**src/hdl/sme_pkg.sv**
```systemverilog
package sme_pkg;

    localparam int STACK_DEPTH = 128;
    localparam int IMM_BITS    = 24;
    localparam int PTR_W       = $clog2(STACK_DEPTH + 1);
    localparam int ADDR_W      = $clog2(STACK_DEPTH);

    localparam logic [7:0] OP_HALT  = 8'd0;
    localparam logic [7:0] OP_PUSHC = 8'd1;
    localparam logic [7:0] OP_ADD   = 8'd2;
    localparam logic [7:0] OP_SUB   = 8'd3;
    localparam logic [7:0] OP_MUL   = 8'd4;
    localparam logic [7:0] OP_DIV   = 8'd5;
    localparam logic [7:0] OP_MOD   = 8'd6;
    localparam logic [7:0] OP_RDINT = 8'd7;
    localparam logic [7:0] OP_WRINT = 8'd8;
    localparam logic [7:0] OP_RDCHR = 8'd9;
    localparam logic [7:0] OP_WRCHR = 8'd10;

    localparam logic [1:0] ERR_NONE  = 2'd0;
    localparam logic [1:0] ERR_DIV0  = 2'd1;
    localparam logic [1:0] ERR_UNDER = 2'd2;
    localparam logic [1:0] ERR_OVER  = 2'd3;

    localparam logic [1:0] KIND_NONE = 2'd0;
    localparam logic [1:0] KIND_INT  = 2'd1;
    localparam logic [1:0] KIND_CHR  = 2'd2;

    typedef enum logic [3:0] {
        C_NOP, C_HALT, C_PUSH, C_ADD, C_SUB, C_MUL, C_DIV, C_MOD, C_WRINT, C_WRCHR
    } cls_t;

    typedef struct packed {
        cls_t        cls;
        logic [31:0] value;
    } uop_t;

    typedef enum logic [3:0] {
        S_IDLE, S_RD1, S_RD2, S_EXEC, S_MUL, S_DIVW, S_DIV, S_WB, S_OUT
    } state_t;

endpackage

```
**src/hdl/sme_front.sv**
```systemverilog
module sme_front (
    input  logic         clk,
    input  logic         rst_n,
    input  logic         in_valid,
    output logic         in_ready,
    input  logic [7:0]   opcode,
    input  logic signed [23:0] immediate,
    input  logic signed [31:0] read_value,
    output logic         q_valid,
    input  logic         q_ready,
    output sme_pkg::uop_t q_data
);
    import sme_pkg::*;

    // two-entry queue
    uop_t       mem_reg [2];
    logic       wp_reg, rp_reg;
    logic [1:0] cnt_reg;
    uop_t       u;
    logic       push, pop;

    always_comb
    begin
        u.value = 32'd0;
        unique case (opcode) inside
            OP_HALT:  u.cls = C_HALT;
            OP_PUSHC:
            begin
                u.cls   = C_PUSH;
                u.value = {{(32 - IMM_BITS){immediate[IMM_BITS-1]}}, immediate};
            end
            OP_RDINT, OP_RDCHR:
            begin
                u.cls   = C_PUSH;
                u.value = read_value;
            end
            OP_ADD:   u.cls = C_ADD;
            OP_SUB:   u.cls = C_SUB;
            OP_MUL:   u.cls = C_MUL;
            OP_DIV:   u.cls = C_DIV;
            OP_MOD:   u.cls = C_MOD;
            OP_WRINT: u.cls = C_WRINT;
            OP_WRCHR: u.cls = C_WRCHR;
            default:  u.cls = C_NOP;
        endcase
    end

    assign in_ready = (cnt_reg != 2'd2);
    assign q_valid  = (cnt_reg != 2'd0);
    assign q_data   = mem_reg[rp_reg];
    assign push     = in_valid && in_ready;
    assign pop      = q_valid && q_ready;

    always_ff @(posedge clk)
    begin
        if (push)
        begin
            mem_reg[wp_reg] <= u;
        end
    end

    always_ff @(posedge clk or negedge rst_n)
    begin
        if (!rst_n)
        begin
            wp_reg  <= 1'b0;
            rp_reg  <= 1'b0;
            cnt_reg <= 2'd0;
        end
        else
        begin
            if (push) wp_reg <= ~wp_reg;
            if (pop)  rp_reg <= ~rp_reg;
            cnt_reg <= cnt_reg + {1'b0, push} - {1'b0, pop};
        end
    end
endmodule

```
**config.mk**
```make
export PLATFORM = sky130hd
export DESIGN_NAME = sme_front
export DESIGN_NICKNAME = d
export VERILOG_FILES = /design/src/hdl/sme_pkg.sv /design/src/hdl/sme_front.sv
export SDC_FILE = /design/constraint.sdc
export NUM_CORES = 1
export LEC_CHECK = 0
export BUFFER_PORTS_ARGS = -buffer_cell sky130_fd_sc_hd__buf_4
export CAP_MARGIN = 25
export CORE_ASPECT_RATIO = 1.1
export CORE_UTILIZATION = 58
export CTS_BUF_LIST = sky130_fd_sc_hd__clkbuf_8
export CTS_CLUSTER_DIAMETER = 120
export DETAILED_ROUTE_END_ITERATION = 16
export HOLD_SLACK_MARGIN = 0.06
export PLACE_DENSITY = 0.88
export REMOVE_ABC_BUFFERS = 1
export SLEW_MARGIN = 20
export SYNTH_ARGS = -nofsm -noshare
export SYNTH_HDL_FRONTEND = slang
export SYNTH_SLANG_ARGS = --single-unit
```
**constraint.sdc**
```tcl
create_clock -name clk -period 6.93 [get_ports clk]
set_clock_uncertainty 0.2 [all_clocks]
set_input_delay 1.0395 -clock clk [delete_from_list [all_inputs] [get_ports clk]]
set_output_delay 1.0395 -clock clk [all_outputs]
set_load 0.01 [all_outputs]
```
# [Word level (Yosys, flattened, before mapping)]
# Memory sizes are Yosys's and may differ from the RTL's.
# Index checks and enable logic that the tools add are counted.
# W data, S select, Z words.
[totals] elab_cells=29 regBits=4 ram_bits=72 mem_count=1
[op_classes] eq_ne=11 mux=4 bitwise_logic=2 addsub=2 reduce_logical=6
[memory_table] memory="mem_reg" depth=2 word_bits=36 rd=1 rd_ports_with_merged_regs=0 wr=1 line="sme_front.sv:16" source="uop_t mem_reg [2];"
[ops] op="$pmux W32 S2" n=1
[ops] op="$pmux W4 S9" n=1
[ops] op="$eq A8 B3 Y1 const B" n=4
[ops] op="$eq A8 B4 Y1 const B" n=3
[ops] op="$eq A8 B2 Y1 const B" n=2
[ops] op="$eq A8 B1 Y1 const B" n=1
[ops] op="$logic_not A8 Y1" n=1
[ops] op="$reduce_or A3 Y1" n=1
[ops] op="$add A2 B1 Y2" n=1
[ops] op="$logic_and A1 B1 Y1" n=2
[ops] op="$mux W1" n=2
[ops] op="$ne A2 B2 Y1 const B" n=1
[ops] op="$not A1 Y1" n=2
[ops] op="$reduce_bool A2 Y1" n=1
[ops] op="$reduce_or A2 Y1" n=1
[ops] op="$sub A2 B1 Y2" n=1

# [Depth between registers and ports, before layout]
[logic_depth] depth_word=4 depth_mapped=7 ltp_nobuf=7

# [Worst setup path after synthesis]
# No wires, ideal clock.
[synth_timing] path_type="input -> register" from="input in_valid" to="memory mem_reg[0][0] (netlist bit), enable pin" arrival_time_ns=2.656 setup_ns=0.429 required_time_ns=6.301 setup_slack_ns=3.645 n_path_buf=0 cell_stages=2 cell_sequence="nand2_1 nor2_1"
[synth_via] elab_chain_len=3
[synth_lines] element="start: declaration" line="sme_front.sv:4" source="input logic in_valid,"
[synth_lines] element="$logic_and A1 B1 Y1" line="sme_front.sv:51" source="assign push = in_valid && in_ready;"
[synth_lines] element="$mux W1" line="sme_front.sv:56" source="if (push)"
[synth_lines] element="$mux W1 (implied by the code)" line="sme_front.sv:58" source="mem_reg[wp_reg] <= u;"
[synth_lines] element="end: declaration" line="sme_front.sv:16"
# Every way passes these cells.

==> metrics.txt <==
outcome finished clean; Final ANT Viol Nets 0; critical path's slowest cell dfrtp_2; most common cell after layout, fill and taps aside buf_4; routed wire length about 7500 µm; gr ovfl total 0; Syn Area/Cell 13.95 µm²; CTS H-tree lvls 3; Max VDD drop 208.1 µV; top-area cell type share of the netlist area a little under 60%; Int Pwr roughly 0.0011 W; post-CTS setup buffers 0; area of the multi-input gates 1323 µm²; DR pass1 iterations 4; # setup viols final 0; fin area around 4700 µm²; Syn Std Cell Area 3682 µm²; max reg flops 72; clock network fraction of total power 19.3%; Final Cycle Share between 40% and 50%; highest cell delay on the worst timing path about 910 ps; Slew headroom 42.35%; die area ~6700 µm²; # fillers around 400; Psw around 0.00044 W; clock-pin slew on the worst setup and hold paths 70 ps; crit-path cells mux2_2 -> buf_4; port bufs 105; Final Hold Viols 0; CTS Buffer Depth 2; Yosys cell types 31; final net count between 400 and 500; GR met2 Demand/Resource 41.59%; P_leak about 1.8 nW; setup ws final 3861 ps; Worst Setup Start Kind flip-flop; max-cap violations 0; sequential share of the synthesized area between 60% and 70%; Power Total between 0.0015 and 0.002 W; Floorplan Core Area roughly 6200 µm²; initial antenna violation count 0; pre-CTS setup slack 4070 ps; FF+latch area about 2300 µm²; Area contributors post-synth edfxtp_1, mux2_2, a22oi_1; commonest cells after routing, fill and taps aside buf_4, edfxtp_1, mux2_2; pwr dens between 300 and 400 nW/µm²; CTS Buf Count 9; Cell Rows 30; DR vias/cell roughly 5.7; crit end category output port; GPL Wtd Cong about 0.73; Initial Util 59.82%; worst hold path type in2async; die width between 70 and 80 µm; largest net degree at the start of global routing 40; sequential power share 45.8%; CP arrival around 1800 ps; CP required roughly 5700 ps; synth warn 0; clock root buffer clkbuf_8; Slew Limit Fails 0; met1 usage around 28%; critical path class reg2out; first-pass GRT wire length between 10000 and 15000 µm; total global-route track usage a little under a quarter; RR Endpoint cnt_reg[1]$_DFF_PN0_; most area-hungry cell type in the Yosys netlist edfxtp_1; Logic pwr share 34.9%; share of cells above drive strength 1 approximately half; detailed-route wire length per cell 16.66 µm; Antenna Cells 0; M3 GR Usage under 10%; Worst-Margin Slew between 800 and 900 ps; max frequency roughly 330 MHz; HPWL after DPL 4760 µm; clk sinks between 70 and 80; Reg2Reg Depth 7; vias after detailed routing around 2600; first-iteration detailed-routing DRC count around 140; Final TNS setup 0 ps; sw frac between 20 and 30%; R2R Path Start cnt_reg[1]$_DFF_PN0_; Syn Inst Count 264; Hold Slack 290.1 ps; Max Fanout on Critical Path 37; Die Height 85.57 µm; Post-DP Area ~4500 µm²; post-cts resize count 0; clk_lat worst skew ~330 ps; Post-route DRC 0; vias in the first global route ~2500; FF-to-FF setup slack around 5000 ps; # hold bufs at CTS 0; Yosys reg bits between 70 and 80; TritonCTS clock tree done; Ports roughly 110; Period minus WS final between 3000 and 4000 ps; RSZ-0062 raised after global routing false; Layout area overhead 27.79%; layer with the highest usage met2
## worst max path at each step
stage	start	end	slack [ps]	cells after the start
final	rp_reg$_DFFE_PN0P_	q_data[15]	3860	2
after floorplan	in_valid	mem_reg[0][0]$_DFFE_PP_	3640	2
after global placement	opcode[3]	mem_reg[0][8]$_DFFE_PP_	3770	4
after CTS	rp_reg$_DFFE_PN0P_	q_data[25]	3820	2
after detailed placement	opcode[5]	mem_reg[0][20]$_DFFE_PP_	4070	5
after global routing	rp_reg$_DFFE_PN0P_	q_data[16]	3770	2
## cell usage after synthesis (all sizes together)
cell type   n
mux2       59
inv         1
o21ai      10
edfxtp     72
nor2       25
nor2b       2
nand2      13
xor2        2
clkbuf      3
or4         1
or2         1
nor3        1
a211oi      1
nor4        1
o2111a      1
nor4b       1
and2       10
a21oi       9
nand2b      2
and3b       1
xnor2       3
and3        1
dfrtp       4
ha          2
buf        15
a22oi      23
## per-stage QoR
stage | utilization [%] | std cells
2_1_floorplan | - | 246
3_3_place_gp | 72.64 | 431
3_5_place_dp | 73.19 | 432
4_1_cts | 76.00 | 448
5_1_grt | 76.44 | 449
6_report | 76.44 | 449
## cell families (layout without fill, tap and decap cells)
family,count (synthesis),after routing,share of synthesized area [%]
AO/OA/AOI/OAI,44,44,7.781
XOR/XNOR,5,5,1.189
adder cells (fa/ha/maj),2,2,0.6795
buffers and inverters,19,124,3.126
flip-flops,76,76,61.43
multiplexers,59,59,18.04
AND/OR/NAND/NOR,59,59,7.748
## power groups by stage
stage | clock network, W | logic, W | registers (W)
global placement | 0 | 0.000507 | 0.000699
global route | 0.000313 | 0.000564 | 0.000705
detailed placement | 0 | 0.000518 | 0.000706
floorplan | 0 | 0.000285 | 0.000682
CTS | 0.000297 | 0.000520 | 0.000696
finish | 0.000292 | 0.000527 | 0.000691
## worst max-delay path, delay by kind of cell, from the launching register on
| family | cells | cell delay [ps] |
|---|---|---|
| flops | 1 | 910 |
| mux | 1 | 430 |
| buf+inv | 1 | 150 |
## cell type report
class                   count  share of cell area [%]
flip-flops and latches     76                   48.10
multi-input cells         169                   28.10
repair buffers            107                   17.92
clock buffers              11                   3.217
well taps                  80                   2.127
clock inverters             5                  0.4520
inverters                   1                 0.07977
## per-layer routing
metal / up-vias / share of wire, % / wire length, µm
met5: - / 0 / 0
met4: 0 / 2.4 / 183
met3: 14 / 5.4 / 403
met2: 100 / 54 / 4074
met1: 1249 / 38 / 2821
li1: 1195 / - / -
Power figures use the tool's default switching activity.
